[src/hw/rtl/bpmp_pkg.sv]
// ----------------------------------------------------------------------------
// bpmp_pkg
// Shared constants, control word layout, microprogram and build-time
// modular arithmetic for the binomial product block.
// ----------------------------------------------------------------------------
`default_nettype none

package bpmp_pkg;

  // Field widths and defaults
  localparam int unsigned VAL_W          = 30;
  localparam int unsigned SIZE_W         = 12;
  localparam int unsigned IN_TDATA_W     = 16;
  localparam int unsigned OUT_TDATA_W    = 32;
  localparam int unsigned TABLE_SIZE_DEF = 4096;
  localparam int unsigned PC_W           = 5;

  // Modulus and Barrett constant floor(2^60 / p)
  localparam logic [VAL_W-1:0] PRIME_MOD  = 30'd1000000007;
  localparam logic [31:0]      BARRETT_MU = 32'((64'd1 << (2 * VAL_W)) / 64'(PRIME_MOD));
  localparam logic [31:0]      TWO_P      = 32'({PRIME_MOD, 1'b0});

  // Sequencer condition codes
  localparam logic [1:0] C_NEXT    = 2'd0;
  localparam logic [1:0] C_WAIT_IN = 2'd1;
  localparam logic [1:0] C_ZERO    = 2'd2;
  localparam logic [1:0] C_EMIT    = 2'd3;

  // Inverse-factorial read address select
  localparam logic [1:0] RD_NONE    = 2'd0;
  localparam logic [1:0] RD_TOPPICK = 2'd1;
  localparam logic [1:0] RD_PICK    = 2'd2;

  // Multiplier operand A select
  localparam logic [1:0] A_T    = 2'd0;
  localparam logic [1:0] A_PROD = 2'd1;
  localparam logic [1:0] A_XHI  = 2'd2;
  localparam logic [1:0] A_QHI  = 2'd3;

  // Multiplier operand B select
  localparam logic [2:0] B_INV  = 3'd0;
  localparam logic [2:0] B_FACT = 3'd1;
  localparam logic [2:0] B_T    = 3'd2;
  localparam logic [2:0] B_MU   = 3'd3;
  localparam logic [2:0] B_P    = 3'd4;

  // Reduced-result destination
  localparam logic [1:0] F_NONE = 2'd0;
  localparam logic [1:0] F_T    = 2'd1;
  localparam logic [1:0] F_PROD = 2'd2;

  // Program step addresses
  localparam logic [PC_W-1:0] PC_WAIT = 5'd0;
  localparam logic [PC_W-1:0] PC_SUM  = 5'd1;
  localparam logic [PC_W-1:0] PC_RD2  = 5'd2;
  localparam logic [PC_W-1:0] PC_M1   = 5'd3;
  localparam logic [PC_W-1:0] PC_M1Q  = 5'd4;
  localparam logic [PC_W-1:0] PC_M1P  = 5'd5;
  localparam logic [PC_W-1:0] PC_M1S  = 5'd6;
  localparam logic [PC_W-1:0] PC_M1F  = 5'd7;
  localparam logic [PC_W-1:0] PC_M2   = 5'd8;
  localparam logic [PC_W-1:0] PC_M2Q  = 5'd9;
  localparam logic [PC_W-1:0] PC_M2P  = 5'd10;
  localparam logic [PC_W-1:0] PC_M2S  = 5'd11;
  localparam logic [PC_W-1:0] PC_M2F  = 5'd12;
  localparam logic [PC_W-1:0] PC_M3   = 5'd13;
  localparam logic [PC_W-1:0] PC_M3Q  = 5'd14;
  localparam logic [PC_W-1:0] PC_M3P  = 5'd15;
  localparam logic [PC_W-1:0] PC_M3S  = 5'd16;
  localparam logic [PC_W-1:0] PC_M3F  = 5'd17;
  localparam logic [PC_W-1:0] PC_EMIT = 5'd18;

  typedef struct packed {
    logic [1:0]      cond;
    logic [PC_W-1:0] target;
    logic            accept;
    logic [1:0]      rd_inv;
    logic            rd_fact;
    logic            chk_kill;
    logic            load_t;
    logic            mul_en;
    logic [1:0]      mul_a;
    logic [2:0]      mul_b;
    logic            save_x;
    logic            sub_en;
    logic [1:0]      fix_dst;
    logic            emit;
  } ctl_word_t;

  typedef struct packed {
    logic size_zero;
    logic last;
    logic out_busy;
  } dp_stat_t;

  // Microprogram: one control word per step
  function automatic ctl_word_t ucode(logic [PC_W-1:0] pc);
    ctl_word_t w;
    w = '0;
    case (pc)
      PC_WAIT: begin
        w.cond   = C_WAIT_IN;
        w.accept = 1'b1;
      end
      PC_SUM: begin
        w.cond     = C_ZERO;
        w.target   = PC_EMIT;
        w.rd_inv   = RD_TOPPICK;
        w.chk_kill = 1'b1;
      end
      PC_RD2: begin
        w.rd_inv  = RD_PICK;
        w.rd_fact = 1'b1;
        w.load_t  = 1'b1;
      end
      PC_M1: begin
        w.mul_en = 1'b1;
        w.mul_a  = A_T;
        w.mul_b  = B_INV;
      end
      PC_M2: begin
        w.mul_en = 1'b1;
        w.mul_a  = A_T;
        w.mul_b  = B_FACT;
      end
      PC_M3: begin
        w.mul_en = 1'b1;
        w.mul_a  = A_PROD;
        w.mul_b  = B_T;
      end
      // Barrett quotient estimate, keep low bits of x
      PC_M1Q, PC_M2Q, PC_M3Q: begin
        w.mul_en = 1'b1;
        w.mul_a  = A_XHI;
        w.mul_b  = B_MU;
        w.save_x = 1'b1;
      end
      PC_M1P, PC_M2P, PC_M3P: begin
        w.mul_en = 1'b1;
        w.mul_a  = A_QHI;
        w.mul_b  = B_P;
      end
      PC_M1S, PC_M2S, PC_M3S: begin
        w.sub_en = 1'b1;
      end
      PC_M1F, PC_M2F: begin
        w.fix_dst = F_T;
      end
      PC_M3F: begin
        w.fix_dst = F_PROD;
      end
      PC_EMIT: begin
        w.cond   = C_EMIT;
        w.target = PC_WAIT;
        w.emit   = 1'b1;
      end
      default: begin
        w.cond   = C_ZERO;
        w.target = PC_WAIT;
      end
    endcase
    return w;
  endfunction

  // Build-time modular product
  function automatic logic [VAL_W-1:0] mod_mul(logic [VAL_W-1:0] a, logic [VAL_W-1:0] b);
    logic [63:0] prd;
    prd = 64'(a) * 64'(b);
    return VAL_W'(prd % 64'(PRIME_MOD));
  endfunction

  // Build-time modular power (Fermat inverse)
  function automatic logic [VAL_W-1:0] mod_pow(logic [VAL_W-1:0] base, logic [VAL_W-1:0] expo);
    logic [VAL_W-1:0] acc;
    logic [VAL_W-1:0] sq;
    acc = VAL_W'(1);
    sq  = base;
    for (int k = 0; k < VAL_W; k++) begin
      if (expo[k]) acc = mod_mul(acc, sq);
      sq = mod_mul(sq, sq);
    end
    return acc;
  endfunction

endpackage

`default_nettype wire

[src/hw/rtl/bpmp_dp.sv]
// ----------------------------------------------------------------------------
// bpmp_dp
// Datapath: running sum and product, shared 32x32 multiplier with
// Barrett reduction mod p, table addressing and the output register.
// ----------------------------------------------------------------------------
`default_nettype none

module bpmp_dp #(
  parameter int unsigned TABLE_SIZE = bpmp_pkg::TABLE_SIZE_DEF
) (
  input  wire                              clk,
  input  wire                              rst_n,
  input  wire bpmp_pkg::ctl_word_t         ctl,
  input  wire  [bpmp_pkg::SIZE_W-1:0]      in_size,
  input  wire                              in_last,
  input  wire                              out_ready,
  input  wire  [bpmp_pkg::VAL_W-1:0]       inv_rd,
  input  wire  [bpmp_pkg::VAL_W-1:0]       fact_rd,
  output logic                             inv_en,
  output logic [$clog2(TABLE_SIZE)-1:0]    inv_addr,
  output logic                             fact_en,
  output logic [$clog2(TABLE_SIZE)-1:0]    fact_addr,
  output bpmp_pkg::dp_stat_t               stat,
  output logic                             out_valid,
  output logic [bpmp_pkg::VAL_W-1:0]       out_count,
  output logic                             out_ovf
);
  import bpmp_pkg::*;

  localparam int unsigned ADDR_W = $clog2(TABLE_SIZE);
  localparam int unsigned W      = ((ADDR_W > SIZE_W) ? ADDR_W : SIZE_W) + 1;
  localparam logic [W-1:0]      SUM_MAX   = W'(TABLE_SIZE - 1);
  localparam logic [ADDR_W-1:0] SUM_SATUR = ADDR_W'(TABLE_SIZE - 1);

  // Control state
  logic [ADDR_W-1:0] sum_r, sum_nxt;
  logic              ovf_r, ovf_nxt;
  logic [VAL_W-1:0]  prod_r, prod_nxt;
  logic              out_valid_r, out_valid_nxt;
  // Working registers
  logic [SIZE_W-1:0] size_r, size_nxt;
  logic              last_r, last_nxt;
  logic              kill_r, kill_nxt;
  logic [VAL_W-1:0]  t_r, t_nxt;
  logic [31:0]       x_r, x_nxt;
  logic [63:0]       mul_r, mul_nxt;
  logic [31:0]       r_r, r_nxt;
  logic [VAL_W-1:0]  out_count_r, out_count_nxt;
  logic              out_ovf_r, out_ovf_nxt;

  logic [W-1:0]      sum_add;
  logic [W-1:0]      toppick_w;
  logic [W-1:0]      pick_w;
  logic [31:0]       mul_a;
  logic [31:0]       mul_b;
  logic [VAL_W-1:0]  fix_val;

  // Table addresses: s-1, s-x, x-1
  assign sum_add   = W'(sum_r) + W'(in_size);
  assign toppick_w = W'(sum_r) - W'(size_r);
  assign pick_w    = W'(size_r) - W'(1);
  assign inv_en    = (ctl.rd_inv != RD_NONE);
  assign inv_addr  = (ctl.rd_inv == RD_PICK) ? pick_w[ADDR_W-1:0] : toppick_w[ADDR_W-1:0];
  assign fact_en   = ctl.rd_fact;
  assign fact_addr = sum_r - ADDR_W'(1);

  // Shared multiplier operands
  always_comb begin
    case (ctl.mul_a)
      A_T:     mul_a = 32'(t_r);
      A_PROD:  mul_a = 32'(prod_r);
      A_XHI:   mul_a = 32'(mul_r[59:29]);
      A_QHI:   mul_a = mul_r[62:31];
      default: mul_a = '0;
    endcase
    case (ctl.mul_b)
      B_INV:   mul_b = 32'(inv_rd);
      B_FACT:  mul_b = 32'(fact_rd);
      B_T:     mul_b = 32'(t_r);
      B_MU:    mul_b = BARRETT_MU;
      B_P:     mul_b = 32'(PRIME_MOD);
      default: mul_b = '0;
    endcase
  end

  // Final Barrett correction, remainder below 3p
  always_comb begin
    if (r_r >= TWO_P) fix_val = VAL_W'(r_r - TWO_P);
    else if (r_r >= 32'(PRIME_MOD)) fix_val = VAL_W'(r_r - 32'(PRIME_MOD));
    else fix_val = VAL_W'(r_r);
  end

  // Next-state logic driven by the control word
  always_comb begin
    sum_nxt       = sum_r;
    ovf_nxt       = ovf_r;
    prod_nxt      = prod_r;
    size_nxt      = size_r;
    last_nxt      = last_r;
    kill_nxt      = kill_r;
    t_nxt         = t_r;
    x_nxt         = x_r;
    mul_nxt       = mul_r;
    r_nxt         = r_r;
    out_valid_nxt = out_valid_r & ~out_ready;
    out_count_nxt = out_count_r;
    out_ovf_nxt   = out_ovf_r;

    // Beat accepted: add size, saturate on overflow
    if (ctl.accept) begin
      size_nxt = in_size;
      last_nxt = in_last;
      if (sum_add > SUM_MAX) begin
        sum_nxt = SUM_SATUR;
        ovf_nxt = 1'b1;
      end else begin
        sum_nxt = sum_add[ADDR_W-1:0];
      end
    end

    // Coefficient is zero when x-1 exceeds s-1
    if (ctl.chk_kill) kill_nxt = (W'(size_r) > W'(sum_r));
    if (ctl.load_t) t_nxt = inv_rd;
    if (ctl.mul_en) mul_nxt = 64'(mul_a) * 64'(mul_b);
    if (ctl.save_x) x_nxt = mul_r[31:0];
    if (ctl.sub_en) r_nxt = x_r - mul_r[31:0];

    case (ctl.fix_dst)
      F_T:     t_nxt = kill_r ? '0 : fix_val;
      F_PROD:  prod_nxt = fix_val;
      default: ;
    endcase

    // Last beat of a case: load result, clear case state
    if (ctl.emit) begin
      out_valid_nxt = 1'b1;
      out_count_nxt = ovf_r ? '0 : prod_r;
      out_ovf_nxt   = ovf_r;
      sum_nxt       = '0;
      prod_nxt      = VAL_W'(1);
      ovf_nxt       = 1'b0;
    end
  end

  always_ff @(posedge clk) begin
    if (!rst_n) begin
      sum_r       <= '0;
      ovf_r       <= 1'b0;
      prod_r      <= VAL_W'(1);
      out_valid_r <= 1'b0;
    end else begin
      sum_r       <= sum_nxt;
      ovf_r       <= ovf_nxt;
      prod_r      <= prod_nxt;
      out_valid_r <= out_valid_nxt;
    end
  end

  always_ff @(posedge clk) begin
    size_r      <= size_nxt;
    last_r      <= last_nxt;
    kill_r      <= kill_nxt;
    t_r         <= t_nxt;
    x_r         <= x_nxt;
    mul_r       <= mul_nxt;
    r_r         <= r_nxt;
    out_count_r <= out_count_nxt;
    out_ovf_r   <= out_ovf_nxt;
  end

  assign stat.size_zero = (size_r == '0);
  assign stat.last      = last_r;
  assign stat.out_busy  = out_valid_r & ~out_ready;
  assign out_valid      = out_valid_r;
  assign out_count      = out_count_r;
  assign out_ovf        = out_ovf_r;

endmodule

`default_nettype wire

[config.mk]
export PLATFORM = sky130hd
export DESIGN_NAME = bpmp_dp
export DESIGN_NICKNAME = d
export VERILOG_FILES = /design/src/hw/rtl/bpmp_pkg.sv /design/src/hw/rtl/bpmp_dp.sv
export SDC_FILE = /design/constraint.sdc
export NUM_CORES = 2
export LEC_CHECK = 0
export BUFFER_PORTS_ARGS = -buffer_cell sky130_fd_sc_hd__buf_2
export CORE_UTILIZATION = 55
export DETAILED_ROUTE_END_ITERATION = 16
export HOLD_SLACK_MARGIN = 0.03
export PLACE_DENSITY = 0.72
export SYNTH_ARGS = -nofsm -noshare
export SYNTH_HDL_FRONTEND = slang
export SYNTH_SLANG_ARGS = --single-unit
[constraint.sdc]
create_clock -name clk -period 16.2 [get_ports clk]
set_input_delay 3.24 -clock clk [delete_from_list [all_inputs] [get_ports clk]]
set_output_delay 3.24 -clock clk [all_outputs]
set_load 0.1 [all_outputs]
======== Word-level counts from Yosys, hierarchy flattened ========
Cells that the tools add are included.
word-level totals
  word-level logic and storage cells ...... 55
  bits in registers ....................... 246
  output and inout port bits .............. 61
  input port bits ......................... 100
cells by class
  bitwise gates (word level) .............. 3
  mux-type cells .......................... 10
  add/subtract/negate cells ............... 7
  $mul .................................... 1
  reductions and logical operators ........ 7
  order comparisons ....................... 4
  equality and inequality tests ........... 10
operators with widths
  kind                    number
  $pmux 31 s5             1
  $mux 30                 5
  $pmux 32 s4             1
  $mul 32x31->63          1
  $sub 30x30->30 const B  2
  $ge 32x30->1 const B    1
  $ge 32x31->1 const B    1
  $sub 32x32->32          1
  $mux 12                 2
  $sub 12x1->12 const B   2
  $add 12x12->13          1
  $gt 13x12->1 const B    1
  $gt 12x12->1            1
  $logic_not 12->1        1
  $sub 12x12->12          1
  $eq 2x2->1 const B      4
  $eq 3x2->1 const B      2
  $eq 2x1->1 const B      2
  $reduce_bool 2->1       2
  $eq 3x1->1 const B      1
  $eq 3x3->1 const B      1
  $logic_not 3->1         1
  $logic_not 2->1         1
  $not 1->1               2
  4 further kinds         4

======== Longest topological paths before layout ========
  depth in word-level cells ............... 5
  mapped depth ............................ 34
  mapped depth without buffers ............ 30

======== Worst setup path before layout ========
OpenSTA, ideal clock, no wires.
  path kind ............................... input port to flip-flop
  from .................................... in ctl[9] in the netlist's numbering
  to ...................................... reg mul_r[59] (data pin)
  data required time ...................... 15.930 ns
  stages .................................. 25
  library setup time ...................... 0.270 ns
  data arrival time ....................... 11.129 ns
  buffers on the path ..................... 5
  slack ................................... 4.801 ns
  path through ............................ clkbuf_1 clkbuf_1 clkbuf_1 o21ai_0 o21ai_1 clkbuf_1 nand2_1 fa_1 fa_1 fa_1 fa_1 inv_1 fa_1 fa_1 fa_1 fa_1 ha_1 clkbuf_1 nand3_1 or4_1 o31a_1 o311a_1 a21o_1 o41ai_2 xor2_1
on the way
  cells in the longest elaborated chain, start to end .. 3
  elaborated cells on any way between the ends .. 6
  classes of those cells .................. mul (1); eq/ne (3); mux (1); reduce/logical (1)
RTL lines
  element                             line            text
  start, declared                     bpmp_dp.sv:13   input wire bpmp_pkg::ctl_word_t ctl,
  $eq 2x2->1 (tied with other cells)  bpmp_dp.sv:69   case (ctl.mul_a)
  $pmux 32 s4 (*)                     bpmp_dp.sv:69
  $mul 32x31->63 (*)                  bpmp_dp.sv:124  if (ctl.mul_en) mul_nxt = 64'(mul_a) * 64'(mul_b);
  end signal, assigned                bpmp_dp.sv:165  mul_r <= mul_nxt;
  end, declared                       bpmp_dp.sv:46   logic [63:0] mul_r, mul_nxt;
Every way passes the cells marked *; elsewhere a longest branch is shown, timed or not.
A chain may end at the register's enable or synchronous reset.

======== Worst setup path after layout ========
  from .................................... in ctl[6] in the netlist's numbering
  to ...................................... reg mul_r[52] (data pin)
on the way
  cells in the longest elaborated chain, start to end .. 3
  elaborated cells on any way between the ends .. 7
  classes of those cells .................. mul (1); eq/ne (4); mux (1); reduce/logical (1)
RTL lines
  element                             line            text
  $eq 3x3->1 (tied with other cells)  bpmp_dp.sv:76   case (ctl.mul_b)
  $pmux 31 s5 (*)                     bpmp_dp.sv:76
  $mul 32x31->63 (*)                  bpmp_dp.sv:124
Marked as above.

==> reports/metrics.csv <==
stage,metric,value,unit
critical_path,path_common_cell,fa_1,
floorplanning,dieArea,82890,sq um
timing,setup_violations,0,
placed_design,portBuffers,151,
clock_network,cts.path.max_buffers,3,
timing,timing.final.crit_period,13.28,ns
grt,grt_pass1_wl,219900,um
layout,fin_nets,6217,
yosys,synth_area_per_cell,9.134,sq um
layout,drive_gt1_share,7.795,%
timing,slew_violations,0,
grt,antenna_found_initial,5,
clock_network,cts_setup_buffers,0,
grt,grt_pass1_vias,36270,
clock_network,hold_buffers,0,
yosys,synth.distinct_cells,87,
placed_design,routabilityCongestion,1.047,
floorplanning,die_h,287.9,um
yosys,yosys_most_used_dff,edfxtp_1,
critical_path,max_stage_delay,0.86,ns
critical_path,start_kind,input port,
yosys,syn-num-nets,6207,
timing,rsz0062_at_grt,no,
clock_network,clkTransAtPathRegs,0.06,ns
critical_path,crit_path_max_fanout,43,
critical_path,cp_slowest_cell,o21ai_4,
timing,setup_tns,0,ns
detailed_routing,via_per_inst,5.974,
grt,overflow,0,
detailed_routing,first_pass_iters,8,
timing,fin_skew,0.01831,ns
critical_path,crit_type,input port to register,
timing,hold_violations,0,
clock_network,cts_tree,done,
hold_path,hold_path_class,register to register,
floorplanning,core,80680,sq um
yosys,synth_edf_count,202,
yosys,yosysMostFrequentCell,inv_1,
grt,grt_max_degree,64,
clock_network,cts_resized,0,
detailed_routing,wl_per_cell,24.21,um
clock_network,h-tree-depth,1,
floorplanning,rows,104,
critical_path,required,16.50,ns
detailed_routing,drc_errors,0,
detailed_routing,drtAntennaViolNets,0,
placed_design,dp_hpwl,115800,um
floorplanning,pin_count,161,
timing,worst_slew_pin_slew,1.336,ns
clock_network,clock-sinks,246,
detailed_routing,drtIter0Drc,3702,
yosys,async_flop_share,0,%
timing,fin_crit_sh,81.97,%
clock_network,root_buffer,clkbuf_16,
yosys,yosysSeqAreaShare,15.45,%
layout,syn_to_final_growth,6.262,%
timing,slew_headroom,10.92,%
yosys,yosysWarnings,0,
detailed_routing,routed_wirelength,145700,um
detailed_routing,num_vias,35930,
clock_network,clkLatencyLatePin,0.57,ns
clock_network,cts_buffers,26,
layout,fillers,7024,
run_status,outcome,finished clean,
timing,timing.fmax,75.31,MHz
yosys,ys_top_cells_by_count,"inv_1 (882), fa_1 (869), nand2_1 (609), nor2_1 (599), ha_1 (316)",
yosys,synth-seq-cells,246,
run,cap_violations,0,
grt,track_usage,36.03,%
floorplanning,die_x,287.9,um
critical_path,end_kind,register,
floorplanning,start_util,55.73,%
yosys,synth_area,44960,sq um
yosys,synth_area_leaders,"fa_1 (39%), edfxtp_1 (13%), ha_1 (8.8%)",
yosys,synth_top_area_share,38.69,%
yosys,syn_inst,4922,
yosys,yosysTopAreaCell,fa_1,
critical_path,cp.arrival,13.58,ns
[final cells by class]
| cell class | count | area (sq um) | area share, % |
|---|---|---|---|
| multi-input combinational | 3532 | 33860 | 70.87 |
| sequential | 246 | 6947 | 14.54 |
| inverter | 882 | 3311 | 6.930 |
| timing repair buffer | 244 | 1454 | 3.043 |
| tap | 1060 | 1326 | 2.776 |
| clock buffer | 33 | 706.9 | 1.480 |
| clock inverter | 15 | 165.2 | 0.3457 |
| antenna | 3 | 7.507 | 0.01571 |
[kinds of logic (layout without fill, tap and decap cells)]
family / Yosys count / after routing / synth area share [%]
adder cells (fa/ha/maj): 1185 / 1185 / 47.49
AND/OR/NAND/NOR: 1508 / 1508 / 14.22
buffers and inverters: 1144 / 1174 / 9.635
other: 0 / 3 / 0
XOR/XNOR: 146 / 146 / 2.844
flip-flops: 246 / 246 / 15.45
multiplexers: 16 / 16 / 0.3757
AO/OA/AOI/OAI: 677 / 677 / 9.988
[worst max-delay path: cells and delay by family]
kind            cells  cell delay [ns]
simple gates        4             1.18
compound gates     10             3.33
fa+ha+maj           9             4.26
buf+inv             5             1.47
[cells in the final DEF (no fill, tap or decap), types with 10 or more instances in the layout]
cell,count
inv_1,882
ha_1,316
o21bai_1,21
fa_1,869
o21ai_2,23
and2_1,21
nor2_1,598
clkbuf_16,26
a31oi_1,17
and3_1,17
or2_2,14
a22o_1,22
edfxtp_1,202
o31ai_1,14
nor3_1,26
or3_1,12
o21ai_0,133
o21a_1,51
nand2b_1,58
buf_4,93
a21o_1,47
o21ai_1,23
dfxtp_1,44
a211oi_1,20
nand4_1,12
a21oi_1,154
nor2b_1,63
a21boi_0,10
o211ai_1,35
xnor2_1,105
a22oi_1,12
xor2_1,41
nand3_1,39
buf_2,151
o221a_2,16
nand2_1,609
[path summary, 6_finish.rpt]
kind,slack [ns],cells after the start,from,to
hold / removal,0.45,0,mul_r[19],x_r[19]
setup reg to reg,6.62,27,mul_r[44],mul_r[52]
setup / recovery,2.92,28,ctl[6],mul_r[52]
hold reg to reg,0.45,0,mul_r[19],x_r[19]
[state kept, by name, indices dropped and copies added, names as in the netlist]
| register | cells |
|---|---|
| mul_r | 63 |
| r_r | 32 |
| x_r | 32 |
| out_count | 30 |
| prod_r | 30 |
| t_r | 30 |
| size_r | 12 |
| sum_r | 12 |
| kill_r | 1 |
| last_r | 1 |
| out_ovf | 1 |
| out_valid | 1 |
| ovf_r | 1 |
[stage by stage]
step	worst slack [ns]	hold WS [ns]	instances	util, %	area (sq um)
2_1_floorplan	4.801	0.4264	4922	-	44960
3_3_place_gp	2.697	0.4368	5964	58.13	46900
3_5_place_dp	2.613	0.4403	5964	58.13	46900
4_1_cts	3.190	0.4564	6012	59.21	47770
5_1_grt	2.572	0.4615	6014	59.21	47770
6_report	2.921	0.4535	6015	59.22	47770
[routing by layer]
layer  global-route usage, %  up-vias  share of wire (%)
met5                       0        -              0.042
met4                   16.46        6                5.6
met3                   8.201      403                 11
met2                   55.76     1996                 45
met1                   48.41    18130                 38
li1                        -    15400                  -
Power is not shown: default switching activity piles up to over one toggle a cycle in this logic, so the estimate is an artifact.
