===== config.mk =====
export PLATFORM = sky130hd
export DESIGN_NAME = bpmp_seq
export DESIGN_NICKNAME = d
export VERILOG_FILES = /design/src/hw/rtl/bpmp_pkg.sv /design/src/hw/rtl/bpmp_seq.sv
export SDC_FILE = /design/constraint.sdc
export NUM_CORES = 1
export LEC_CHECK = 0
export ABC_AREA = 1
export ABC_CLOCK_PERIOD_IN_PS = 2410
export CAP_MARGIN = 20
export CORE_MARGIN = 3
export CORE_UTILIZATION = 52
export CTS_CLUSTER_SIZE = 12
export DETAILED_ROUTE_END_ITERATION = 12
export DONT_BUFFER_PORTS = 1
export PLACE_DENSITY = 0.67
export SYNTH_ARGS = -nofsm -noshare
export SYNTH_HDL_FRONTEND = slang
export SYNTH_SLANG_ARGS = --single-unit

===== constraint.sdc =====
create_clock -name clk -period 2.41 [get_ports clk]
set_input_delay 0.482 -clock clk [delete_from_list [all_inputs] [get_ports clk]]
set_output_delay 0.482 -clock clk [all_outputs]
set_load 0.01 [all_outputs]

===== src/hw/rtl/bpmp_pkg.sv =====
// ----------------------------------------------------------------------------
// bpmp_pkg
// Shared constants, control word layout, microprogram and build-time
// modular arithmetic for the binomial product block.
// ----------------------------------------------------------------------------
`default_nettype none

package bpmp_pkg;

  // Field widths and defaults
  localparam int unsigned VAL_W          = 30;
  localparam int unsigned SIZE_W         = 12;
  localparam int unsigned IN_TDATA_W     = 16;
  localparam int unsigned OUT_TDATA_W    = 32;
  localparam int unsigned TABLE_SIZE_DEF = 4096;
  localparam int unsigned PC_W           = 5;

  // Modulus and Barrett constant floor(2^60 / p)
  localparam logic [VAL_W-1:0] PRIME_MOD  = 30'd1000000007;
  localparam logic [31:0]      BARRETT_MU = 32'((64'd1 << (2 * VAL_W)) / 64'(PRIME_MOD));
  localparam logic [31:0]      TWO_P      = 32'({PRIME_MOD, 1'b0});

  // Sequencer condition codes
  localparam logic [1:0] C_NEXT    = 2'd0;
  localparam logic [1:0] C_WAIT_IN = 2'd1;
  localparam logic [1:0] C_ZERO    = 2'd2;
  localparam logic [1:0] C_EMIT    = 2'd3;

  // Inverse-factorial read address select
  localparam logic [1:0] RD_NONE    = 2'd0;
  localparam logic [1:0] RD_TOPPICK = 2'd1;
  localparam logic [1:0] RD_PICK    = 2'd2;

  // Multiplier operand A select
  localparam logic [1:0] A_T    = 2'd0;
  localparam logic [1:0] A_PROD = 2'd1;
  localparam logic [1:0] A_XHI  = 2'd2;
  localparam logic [1:0] A_QHI  = 2'd3;

  // Multiplier operand B select
  localparam logic [2:0] B_INV  = 3'd0;
  localparam logic [2:0] B_FACT = 3'd1;
  localparam logic [2:0] B_T    = 3'd2;
  localparam logic [2:0] B_MU   = 3'd3;
  localparam logic [2:0] B_P    = 3'd4;

  // Reduced-result destination
  localparam logic [1:0] F_NONE = 2'd0;
  localparam logic [1:0] F_T    = 2'd1;
  localparam logic [1:0] F_PROD = 2'd2;

  // Program step addresses
  localparam logic [PC_W-1:0] PC_WAIT = 5'd0;
  localparam logic [PC_W-1:0] PC_SUM  = 5'd1;
  localparam logic [PC_W-1:0] PC_RD2  = 5'd2;
  localparam logic [PC_W-1:0] PC_M1   = 5'd3;
  localparam logic [PC_W-1:0] PC_M1Q  = 5'd4;
  localparam logic [PC_W-1:0] PC_M1P  = 5'd5;
  localparam logic [PC_W-1:0] PC_M1S  = 5'd6;
  localparam logic [PC_W-1:0] PC_M1F  = 5'd7;
  localparam logic [PC_W-1:0] PC_M2   = 5'd8;
  localparam logic [PC_W-1:0] PC_M2Q  = 5'd9;
  localparam logic [PC_W-1:0] PC_M2P  = 5'd10;
  localparam logic [PC_W-1:0] PC_M2S  = 5'd11;
  localparam logic [PC_W-1:0] PC_M2F  = 5'd12;
  localparam logic [PC_W-1:0] PC_M3   = 5'd13;
  localparam logic [PC_W-1:0] PC_M3Q  = 5'd14;
  localparam logic [PC_W-1:0] PC_M3P  = 5'd15;
  localparam logic [PC_W-1:0] PC_M3S  = 5'd16;
  localparam logic [PC_W-1:0] PC_M3F  = 5'd17;
  localparam logic [PC_W-1:0] PC_EMIT = 5'd18;

  typedef struct packed {
    logic [1:0]      cond;
    logic [PC_W-1:0] target;
    logic            accept;
    logic [1:0]      rd_inv;
    logic            rd_fact;
    logic            chk_kill;
    logic            load_t;
    logic            mul_en;
    logic [1:0]      mul_a;
    logic [2:0]      mul_b;
    logic            save_x;
    logic            sub_en;
    logic [1:0]      fix_dst;
    logic            emit;
  } ctl_word_t;

  typedef struct packed {
    logic size_zero;
    logic last;
    logic out_busy;
  } dp_stat_t;

  // Microprogram: one control word per step
  function automatic ctl_word_t ucode(logic [PC_W-1:0] pc);
    ctl_word_t w;
    w = '0;
    case (pc)
      PC_WAIT: begin
        w.cond   = C_WAIT_IN;
        w.accept = 1'b1;
      end
      PC_SUM: begin
        w.cond     = C_ZERO;
        w.target   = PC_EMIT;
        w.rd_inv   = RD_TOPPICK;
        w.chk_kill = 1'b1;
      end
      PC_RD2: begin
        w.rd_inv  = RD_PICK;
        w.rd_fact = 1'b1;
        w.load_t  = 1'b1;
      end
      PC_M1: begin
        w.mul_en = 1'b1;
        w.mul_a  = A_T;
        w.mul_b  = B_INV;
      end
      PC_M2: begin
        w.mul_en = 1'b1;
        w.mul_a  = A_T;
        w.mul_b  = B_FACT;
      end
      PC_M3: begin
        w.mul_en = 1'b1;
        w.mul_a  = A_PROD;
        w.mul_b  = B_T;
      end
      // Barrett quotient estimate, keep low bits of x
      PC_M1Q, PC_M2Q, PC_M3Q: begin
        w.mul_en = 1'b1;
        w.mul_a  = A_XHI;
        w.mul_b  = B_MU;
        w.save_x = 1'b1;
      end
      PC_M1P, PC_M2P, PC_M3P: begin
        w.mul_en = 1'b1;
        w.mul_a  = A_QHI;
        w.mul_b  = B_P;
      end
      PC_M1S, PC_M2S, PC_M3S: begin
        w.sub_en = 1'b1;
      end
      PC_M1F, PC_M2F: begin
        w.fix_dst = F_T;
      end
      PC_M3F: begin
        w.fix_dst = F_PROD;
      end
      PC_EMIT: begin
        w.cond   = C_EMIT;
        w.target = PC_WAIT;
        w.emit   = 1'b1;
      end
      default: begin
        w.cond   = C_ZERO;
        w.target = PC_WAIT;
      end
    endcase
    return w;
  endfunction

  // Build-time modular product
  function automatic logic [VAL_W-1:0] mod_mul(logic [VAL_W-1:0] a, logic [VAL_W-1:0] b);
    logic [63:0] prd;
    prd = 64'(a) * 64'(b);
    return VAL_W'(prd % 64'(PRIME_MOD));
  endfunction

  // Build-time modular power (Fermat inverse)
  function automatic logic [VAL_W-1:0] mod_pow(logic [VAL_W-1:0] base, logic [VAL_W-1:0] expo);
    logic [VAL_W-1:0] acc;
    logic [VAL_W-1:0] sq;
    acc = VAL_W'(1);
    sq  = base;
    for (int k = 0; k < VAL_W; k++) begin
      if (expo[k]) acc = mod_mul(acc, sq);
      sq = mod_mul(sq, sq);
    end
    return acc;
  endfunction

endpackage

`default_nettype wire


===== src/hw/rtl/bpmp_seq.sv =====
// ----------------------------------------------------------------------------
// bpmp_seq
// Microprogram sequencer: step counter, control word fetch and
// conditional jumps on input, zero size, last flag and output stall.
// ----------------------------------------------------------------------------
`default_nettype none

module bpmp_seq (
  input  wire                   clk,
  input  wire                   rst_n,
  input  wire                   in_valid,
  input  wire bpmp_pkg::dp_stat_t stat,
  output bpmp_pkg::ctl_word_t   ctl,
  output logic                  in_ready
);
  import bpmp_pkg::*;

  logic [PC_W-1:0] pc_r;
  logic [PC_W-1:0] pc_nxt;
  ctl_word_t       word;

  assign word = ucode(pc_r);

  // Next step and gated strobes
  always_comb begin
    ctl    = word;
    pc_nxt = pc_r + PC_W'(1);
    case (word.cond)
      C_WAIT_IN: begin
        ctl.accept = word.accept & in_valid;
        if (!in_valid) pc_nxt = pc_r;
      end
      C_ZERO: begin
        if (stat.size_zero) pc_nxt = word.target;
      end
      C_EMIT: begin
        ctl.emit = 1'b0;
        if (!stat.last) begin
          pc_nxt = word.target;
        end else if (stat.out_busy) begin
          pc_nxt = pc_r;
        end else begin
          pc_nxt   = word.target;
          ctl.emit = word.emit;
        end
      end
      default: ;
    endcase
  end

  // No beat is taken while reset is held
  assign in_ready = (word.cond == C_WAIT_IN) & rst_n;

  always_ff @(posedge clk) begin
    if (!rst_n) pc_r <= PC_WAIT;
    else pc_r <= pc_nxt;
  end

endmodule

`default_nettype wire


-- Word-level counts from Yosys, hierarchy flattened
Index checks and enable logic that the tools add are counted.
- register bits: 5
- input port bits: 6
- output and inout bits: 25
- word-level logic and storage cells: 54
- $add $sub $neg: 1
- equal/unequal tests: 23
- muxes and demuxes: 20
- bitwise gates (word level): 2
- reductions and logical operators: 7
- operator list (cell ; number):
    $eq A5 B4 Y1 const B ; 8
    $pmux W6 S5 ; 1
    $mux W5 ; 5
    $eq A5 B3 Y1 const B ; 4
    $reduce_or A16 Y1 ; 1
    $eq A5 B5 Y1 const B ; 3
    $pmux W5 S3 ; 1
    $eq A5 B2 Y1 const B ; 2
    $mux W1 ; 10
    $reduce_or A3 Y1 ; 3
    $pmux W2 S2 ; 2
    $pmux W2 S3 ; 1
    $add A5 B1 Y5 const B ; 1
    $eq A5 B1 Y1 const B ; 1
    $logic_not A5 Y1 ; 1
    $eq A2 B2 Y1 const B ; 2
    $ne A3 B3 Y1 const B ; 1
    $and A1 B1 Y1 ; 2
    $eq A2 B1 Y1 const B ; 1
    $ne A2 B2 Y1 const B ; 1
    $reduce_and A2 Y1 ; 1
    $reduce_or A2 Y1 ; 1

-- Logic depth before layout (Yosys ltp)
Gate-level depths: netlist of the first run.
- word-level depth: 6
- depth in mapped cells: 14
- mapped depth without buffers: 14

-- Least setup slack after synthesis of the first run
OpenSTA, ideal clock, no wires.
- path kind: reg-to-output
- start: register pc_r[0]
- end: output ctl[23] (netlist name)
- data arrival time: 1.325 ns
- data required time: 1.928 ns
- path slack: 0.603 ns
- cell stages (with the launch flop): 12
- buffers on the path: 0
- path through: dfxtp_1 > inv_1 > ha_1 > inv_1 > nor2_2 > nand2_1 > nand2_2 > nor2_1 > nand2_2 > inv_2 > nand3_2 > nand2_4
- RTL lines (what ; line ; RTL):
    from (decl) ; bpmp_seq.sv:18 ; logic [PC_W-1:0] pc_r;
    from (signal assigned) ; bpmp_seq.sv:56 ; else pc_r <= pc_nxt;
    to (decl) ; bpmp_seq.sv:13 ; output bpmp_pkg::ctl_word_t ctl,

==> load_flow_metrics.sql, run 1 <==
INSERT INTO impl_metrics (metric_group, metric, value, unit) VALUES
('synth', 'yosysMostFrequentCell', 'nand2_1', ''),
('floorplanning', 'coreArea', '1383', 'um2'),
('global_routing', 'antenna_found_initial', '0', ''),
('clock_tree', 'clock_tree_root', 'clkbuf_4', ''),
('floorplanning', 'die-area', '2058', 'um2'),
('clock_tree', 'tritoncts_clock_tree', 'yes', ''),
('synth', 'synth_enable_flop_cells', '0', ''),
('worst_setup_path', 'timing.reg2reg.setup_slack', '0.50', 'ns'),
('clock_tree', 'max-clock-path-buffers', '2', ''),
('pwr', 'p_leak', '0.4902', 'nW'),
('finish', 'finish.cell_count_without_fillers', '153', ''),
('finish', 'registers_with_the_most_flip_flops', 'pc_r x5', ''),
('worst_setup_path', 'regToRegEndpoint', 'pc_r[3]', ''),
('min_path', 'hp-start', 'rst_n', ''),
('sta', 'max_slew_vio_count', '0', ''),
('global_routing', 'grt-ovfl-total', '0', ''),
('routing', 'dr_wl_cell', '11.65', 'um'),
('finish', 'design.final.nets', '150', ''),
('sta', 'fin_worst_skew', '0.0001376', 'ns'),
('floorplanning', 'placementRows', '13', ''),
('worst_setup_path', 'path_class', 'reg2out', ''),
('min_path', 'min_path_cells', '2', ''),
('routing', 'met3_wirelength', '112', 'um'),
('routing', 'drt-vias-per-instance', '5.222', ''),
('global_routing', 'grt_pass1_vias', '695', ''),
('pwr', 'p_per_area', '1159', 'nW/um2'),
('sta', 'setup_tns', '0', 'ns'),
('routing', 'post_route_ant_nets', '0', ''),
('worst_setup_path', 'crit_path_end_kind', 'primary output', ''),
('worst_setup_path', 'worst_r2r_path_depth', '13', ''),
('sta', 'top_achievable_clock_speed', '0.4509', 'GHz'),
('placed_design', 'io_buffers', '0', ''),
('finish', 'layout_stage_area_growth_over_the_synthesis_result', '0.6211', '%'),
('clock_tree', 'cts_clk_pin_slew_worst_paths', '0.05', 'ns'),
('worst_setup_path', 'crit_path_start_kind', 'flip-flop', ''),
('sta', 'timing_hold_violations_final', '0', ''),
('placed_design', 'globalplace.congestion', '0.8542', ''),
('finish', 'largest_register', 'pc_r', ''),
('status', 'status', 'finished, final reports clean', ''),
('synth', 'synth_top_cells_by_area', 'nand2_1, dfxtp_1, nor2_1', ''),
('routing', 'initial_drt_markers', '21', ''),
('synth', 'synthTopCellsByCount', 'nand2_1, nor2_1, inv_1', ''),
('placed_design', 'dp_hpwl', '1.510', 'mm'),
('routing', 'detailedRoute.firstPassIterationCount', '4', ''),
('finish', 'antenna_cells', '0', ''),
('synth', 'ys_warn_count', '0', ''),
('worst_setup_path', 'critical_path_peak_fanout', '4', ''),
('min_path', 'min-delay-path-class', 'in2reg', ''),
('sta', 'post_route_minimum_period', '2.218', 'ns'),
('clock_tree', 'postCtsResizedCells', '0', ''),
('routing', 'dr_wl_met2', '805', 'um'),
('synth', 'synth_flop_cell', 'dfxtp_1', ''),
('synth', 'synth_top_area_share', '15.37', '%'),
('synth', 'syn_avg_cell_area', '5.797', 'um2'),
('sta', 'period_share', '92.01', '%'),
('synth', 'count_of_cell_types_in_the_netlist', '20', ''),
('routing', 'via_count', '799', ''),
('finish', 'largest_register_ffs', '5', ''),
('synth', 'post_synth_instance_area', '805.8', 'um2'),
('global_routing', 'pin_count_of_the_biggest_net_entering_global_routing', '10', ''),
('pwr', 'vdd_drop_max', '0.0006523', 'V'),
('synth', 'yosys_register_bits', '5', ''),
('synth', 'syn-instance-count', '139', ''),
('worst_setup_path', 'r2r-start', 'pc_r[1]', ''),
('routing', 'detail_route.drc_violations', '0', ''),
('routing', 'drt-total-wl', '1.782', 'mm'),
('job', 'cap_violations', '0', ''),
('worst_setup_path', 'setup.worst_path.start', 'pc_r[0]', ''),
('floorplanning', 'start_util', '58.28', '%'),
('routing', 'route.top_layer_used', 'met4', ''),
('sta', 'timing.hold.ws', '0.3799', 'ns');
how the worst max path moves through the flow:
| stage | end | slack (ns) | depth (start not counted) |
|---|---|---|---|
| 6_report | ctl[23] | 0.19 | 11 |
| 4_1_cts | ctl[23] | 0.15 | 11 |
| 3_5_place_dp | ctl[23] | 0.41 | 11 |
| 2_1_floorplan | ctl[23] | 0.60 | 11 |
| 5_1_grt | ctl[23] | 0.03 | 11 |
| 3_3_place_gp | ctl[23] | 0.43 | 11 |
kinds of logic (layout without fill, tap and decap cells):
family                   Yosys count  after routing  share of synthesized area (%)
AND/OR/NAND/NOR                   85             85                          51.71
buffers and inverters             32             29                          18.32
AO/OA/AOI/OAI                      9              9                          7.141
adder cells (fa/ha/maj)            5              5                          7.764
flip-flops                         5              5                          12.42
XOR/XNOR                           2              2                          2.174
other                              1              3                         0.4654
power breakdown:
group | internal (mW) | switching [mW]
Clock | 0.0627 | 0.0365
Sequential | 0.107 | 0.0378
Combinational | 0.220 | 0.476
cells in the final DEF (no fill, tap or decap):
master    instances
clkbuf_1          1
a21oi_1           3
nand2_4           4
o21ai_0           3
nor2_1           23
nor2_4            2
inv_2             5
nand2_2           6
nand2_1          33
dfxtp_1           5
xor2_1            2
conb_1            3
nor2_2            7
nand3_2           2
clkbuf_4          3
inv_1            19
buf_4             1
nand3_1           8
o211ai_1          2
ha_1              5
o211ai_2          1
stage by stage:
stage	area, um2	setup slack [ns]	total power, mW	utilization [%]
2_1_floorplan	813.3	0.6031	0.7683	-
3_3_place_gp	782.0	0.4311	0.8305	56.56
3_5_place_dp	782.0	0.4105	0.8388	56.56
4_1_cts	808.3	0.1472	0.9442	58.46
5_1_grt	810.8	0.02969	1.049	58.64
6_report	810.8	0.1924	0.9398	58.64
worst max-delay path, cell delays in order (launching register included):
cell     delay (ns)
dfxtp_1        0.38
inv_1          0.10
ha_1           0.25
inv_1          0.08
nor2_2         0.06
nand2_1        0.09
nand2_2        0.08
nor2_2         0.14
nand2_2        0.08
inv_2          0.05
nand3_2        0.07
nand2_4        0.11
area by class of cell:
type	instances	area, um2
flip-flops and latches	5	100.1
clock buffers	4	26.28
well taps	15	18.77
fillers	151	571.8
inverters	24	90.09
repair buffers	1	7.507
multi-input cells	104	568.0
metal layers:
layer	GRT usage, %	up-vias
met5	0	-
met4	9.942	0
met3	3.187	2
met2	30.23	33
met1	26.13	356
li1	-	408
(Power assumes the default switching activity.)
==> inputs of run 2 (changes only) <==
CORE_UTILIZATION = 35   (was 52)
GPL_TIMING_DRIVEN = 0   (was unset)
PLACE_DENSITY = 0.49   (was 0.67)
==> load_flow_metrics.sql, run 2 (synthesis results as in run 1) <==
INSERT INTO impl_metrics (metric_group, metric, value, unit) VALUES
('status', 'status', 'finished, final reports clean', ''),
('finish', 'largest_register_ffs', '5', ''),
('clock_tree', 'cts_clk_pin_slew_worst_paths', '0.04', 'ns'),
('global_routing', 'pin_count_of_the_biggest_net_entering_global_routing', '10', ''),
('pwr', 'vdd_drop_max', '0.0005074', 'V'),
('routing', 'initial_drt_markers', '14', ''),
('worst_setup_path', 'cells_along_the_critical_path', 'inv_1 > ha_1 > inv_1 > nor2_2 > nand2_1 > nand2_2 > nor2_1 > nand2_2 > inv_2 > nand3_2 > nand2_4', ''),
('placed_design', 'dp_hpwl', '1.556', 'mm'),
('global_routing', 'antenna_found_initial', '0', ''),
('worst_setup_path', 'cp_slowest_stage_delay', '0.37', 'ns'),
('sta', 'setup_tns', '0', 'ns'),
('sta', 'max_slew_vio_count', '0', ''),
('pwr', 'part_of_the_power_in_combinational_logic', '77.1', '%'),
('worst_setup_path', 'critPathSlowestCell', 'dfxtp_1', ''),
('worst_setup_path', 'critical_path_peak_fanout', '4', ''),
('clock_tree', 'max-clock-path-buffers', '2', ''),
('finish', 'design.final.nets', '157', ''),
('pwr', 'pwr-share-seq', '13.2', '%'),
('sta', 'rsz0062_at_grt', 'no', ''),
('pwr', 'totalPowerFinal', '0.9721', 'mW'),
('clock_tree', 'postCtsResizedCells', '0', ''),
('worst_setup_path', 'timing.reg2reg.setup_slack', '0.57', 'ns'),
('sta', 'top_achievable_clock_speed', '0.4432', 'GHz'),
('worst_setup_path', 'crit_path_end_kind', 'primary output', ''),
('worst_setup_path', 'critPathRequiredTime', '1.93', 'ns'),
('sta', 'setup_violations', '0', ''),
('sta', 'period_share', '93.63', '%'),
('clock_tree', 'cts.sink_count', '5', ''),
('worst_setup_path', 'r2r-start', 'pc_r[0]', ''),
('global_routing', 'total_track_usage', '12.76', '%'),
('floorplanning', 'start_util', '39.08', '%'),
('pwr', 'switching_share', '56.59', '%'),
('placed_design', 'io_buffers', '0', ''),
('clock_tree', 'tritoncts_clock_tree', 'yes', ''),
('pwr', 'total_switching_power', '0.5502', 'mW'),
('min_path', 'hold-path-endpoint', 'pc_r[4]', ''),
('placed_design', 'post_place_instance_area', '847.1', 'um2'),
('finish', 'layout_stage_area_growth_over_the_synthesis_result', '8.385', '%'),
('finish', 'antenna_cells', '0', ''),
('routing', 'dr_wl_cell', '10.43', 'um'),
('worst_setup_path', 'path_class', 'reg2out', ''),
('global_routing', 'grt_first_pass_wirelength', '2.656', 'mm'),
('clock_tree', 'clock_tree_root', 'clkbuf_4', ''),
('clock_tree', 'cts_hold_repair.buffers', '0', ''),
('routing', 'drt-total-wl', '1.794', 'mm'),
('clock_tree', 'cts_inserted_buffers', '3', ''),
('finish', 'layout.cells.most_common', 'nand2_1', ''),
('clock_tree', 'postCtsSetupBuffers', '0', ''),
('pwr', 'p_per_area', '1113', 'nW/um2'),
('min_path', 'min_path_cells', '2', ''),
('clock_tree', 'cts_htree_levels', '1', ''),
('sta', 'fin_worst_skew', '0.002835', 'ns'),
('routing', 'drt-vias-per-instance', '4.669', ''),
('clock_tree', 'clk_latency', '0.24', 'ns'),
('routing', 'via_count', '803', ''),
('pwr', 'internal_power', '0.4219', 'mW'),
('pwr', 'p_leak', '0.5265', 'nW'),
('floorplanning', 'ios', '31', ''),
('floorplanning', 'die-width', '53.98', 'um'),
('finish', 'largest_register', 'pc_r', ''),
('finish', 'postLayoutCellArea', '873.3', 'um2'),
('floorplanning', 'die-area', '2914', 'um2'),
('routing', 'post_route_ant_nets', '0', ''),
('routing', 'detailedRoute.firstPassIterationCount', '4', ''),
('placed_design', 'globalplace.congestion', '0.7548', ''),
('floorplanning', 'placementRows', '16', ''),
('worst_setup_path', 'worst_ep_arrival_time', '1.77', 'ns'),
('finish', 'final_cell_mix', 'nand2_1, nor2_1, inv_1', ''),
('worst_setup_path', 'crit_path_start_kind', 'flip-flop', ''),
('job', 'cap_violations', '0', ''),
('min_path', 'min-delay-path-class', 'in2reg', ''),
('finish', 'layout-drive-gt1-share', '25.52', '%'),
('min_path', 'hp-start', 'rst_n', ''),
('routing', 'detail_route.drc_violations', '0', ''),
('floorplanning', 'coreArea', '2062', 'um2'),
('pwr', 'power_frac_clock', '9.7', '%'),
('global_routing', 'grt-ovfl-total', '0', ''),
('sta', 'timing_hold_violations_final', '0', ''),
('worst_setup_path', 'regToRegEndpoint', 'pc_r[3]', ''),
('sta', 'timing.hold.ws', '0.3847', 'ns'),
('floorplanning', 'chipHeight', '53.98', 'um'),
('global_routing', 'grt_pass1_vias', '637', ''),
('sta', 'post_route_minimum_period', '2.256', 'ns'),
('worst_setup_path', 'worst_r2r_path_depth', '14', ''),
('finish', 'registers_with_the_most_flip_flops', 'pc_r x5', '');
==> run 2: cell count changes in the layout (fill, tap and decap cells not counted) <==
cell / delta
nor2_1: +1
buf_4: +6
nor2_2: -1
buf_2: +1
==> run 2: stage by stage <==
| step | worst slack [ns] | cells | util [%] |
|---|---|---|---|
| after floorplan | 0.6031 | 141 | - |
| after global placement | 0.3965 | 168 | 41.08 |
| after detailed placement | 0.3998 | 168 | 41.08 |
| after CTS | 0.1314 | 172 | 42.35 |
| after global routing | 0.009472 | 172 | 42.35 |
| final | 0.1536 | 172 | 42.35 |
==> run 2: layout make-up <==
type / count / area, um2
Fill cell: 235 / 1189
Multi-Input combinational cell: 104 / 565.5
Sequential cell: 5 / 100.1
Inverter: 24 / 90.09
Buffer: 8 / 57.56
Tap cell: 27 / 33.78
Clock buffer: 4 / 26.28
==> run 2: power by group through the flow <==
stage / Clock, mW / Sequential (mW) / Combinational (mW)
6_report: 0.0942 / 0.129 / 0.749
5_1_grt: 0.106 / 0.132 / 0.838
4_1_cts: 0.101 / 0.129 / 0.760
3_5_place_dp: 0 / 0.130 / 0.758
3_3_place_gp: 0 / 0.130 / 0.755
2_1_floorplan: 0 / 0.124 / 0.644
==> run 2: layer usage <==
layer | GRT usage (%) | up-vias | wire, um
met1 | 16.05 | 353 | 862
li1 | - | 420 | -
met5 | 0 | - | 0
met3 | 4.709 | 0 | 128
met4 | 2.490 | 0 | 0
met2 | 20.77 | 30 | 803
==> run 2: worst max-delay path: cells and delay by family, from the launching register on <==
family,cells,cell delay (ns)
AND/OR/NAND/NOR,7,0.66
flip-flops,1,0.37
adder cells (fa/ha/maj),1,0.26
buffers and inverters,3,0.24
==> run 2: worst max-delay path by stage <==
stage                 start  endpoint  slack (ns)
floorplan           pc_r[0]   ctl[23]        0.60
global placement    pc_r[0]   ctl[23]        0.40
detailed placement  pc_r[0]   ctl[23]        0.40
CTS                 pc_r[0]   ctl[23]        0.13
global route        pc_r[0]   ctl[23]       0.009
finish              pc_r[0]   ctl[23]        0.15
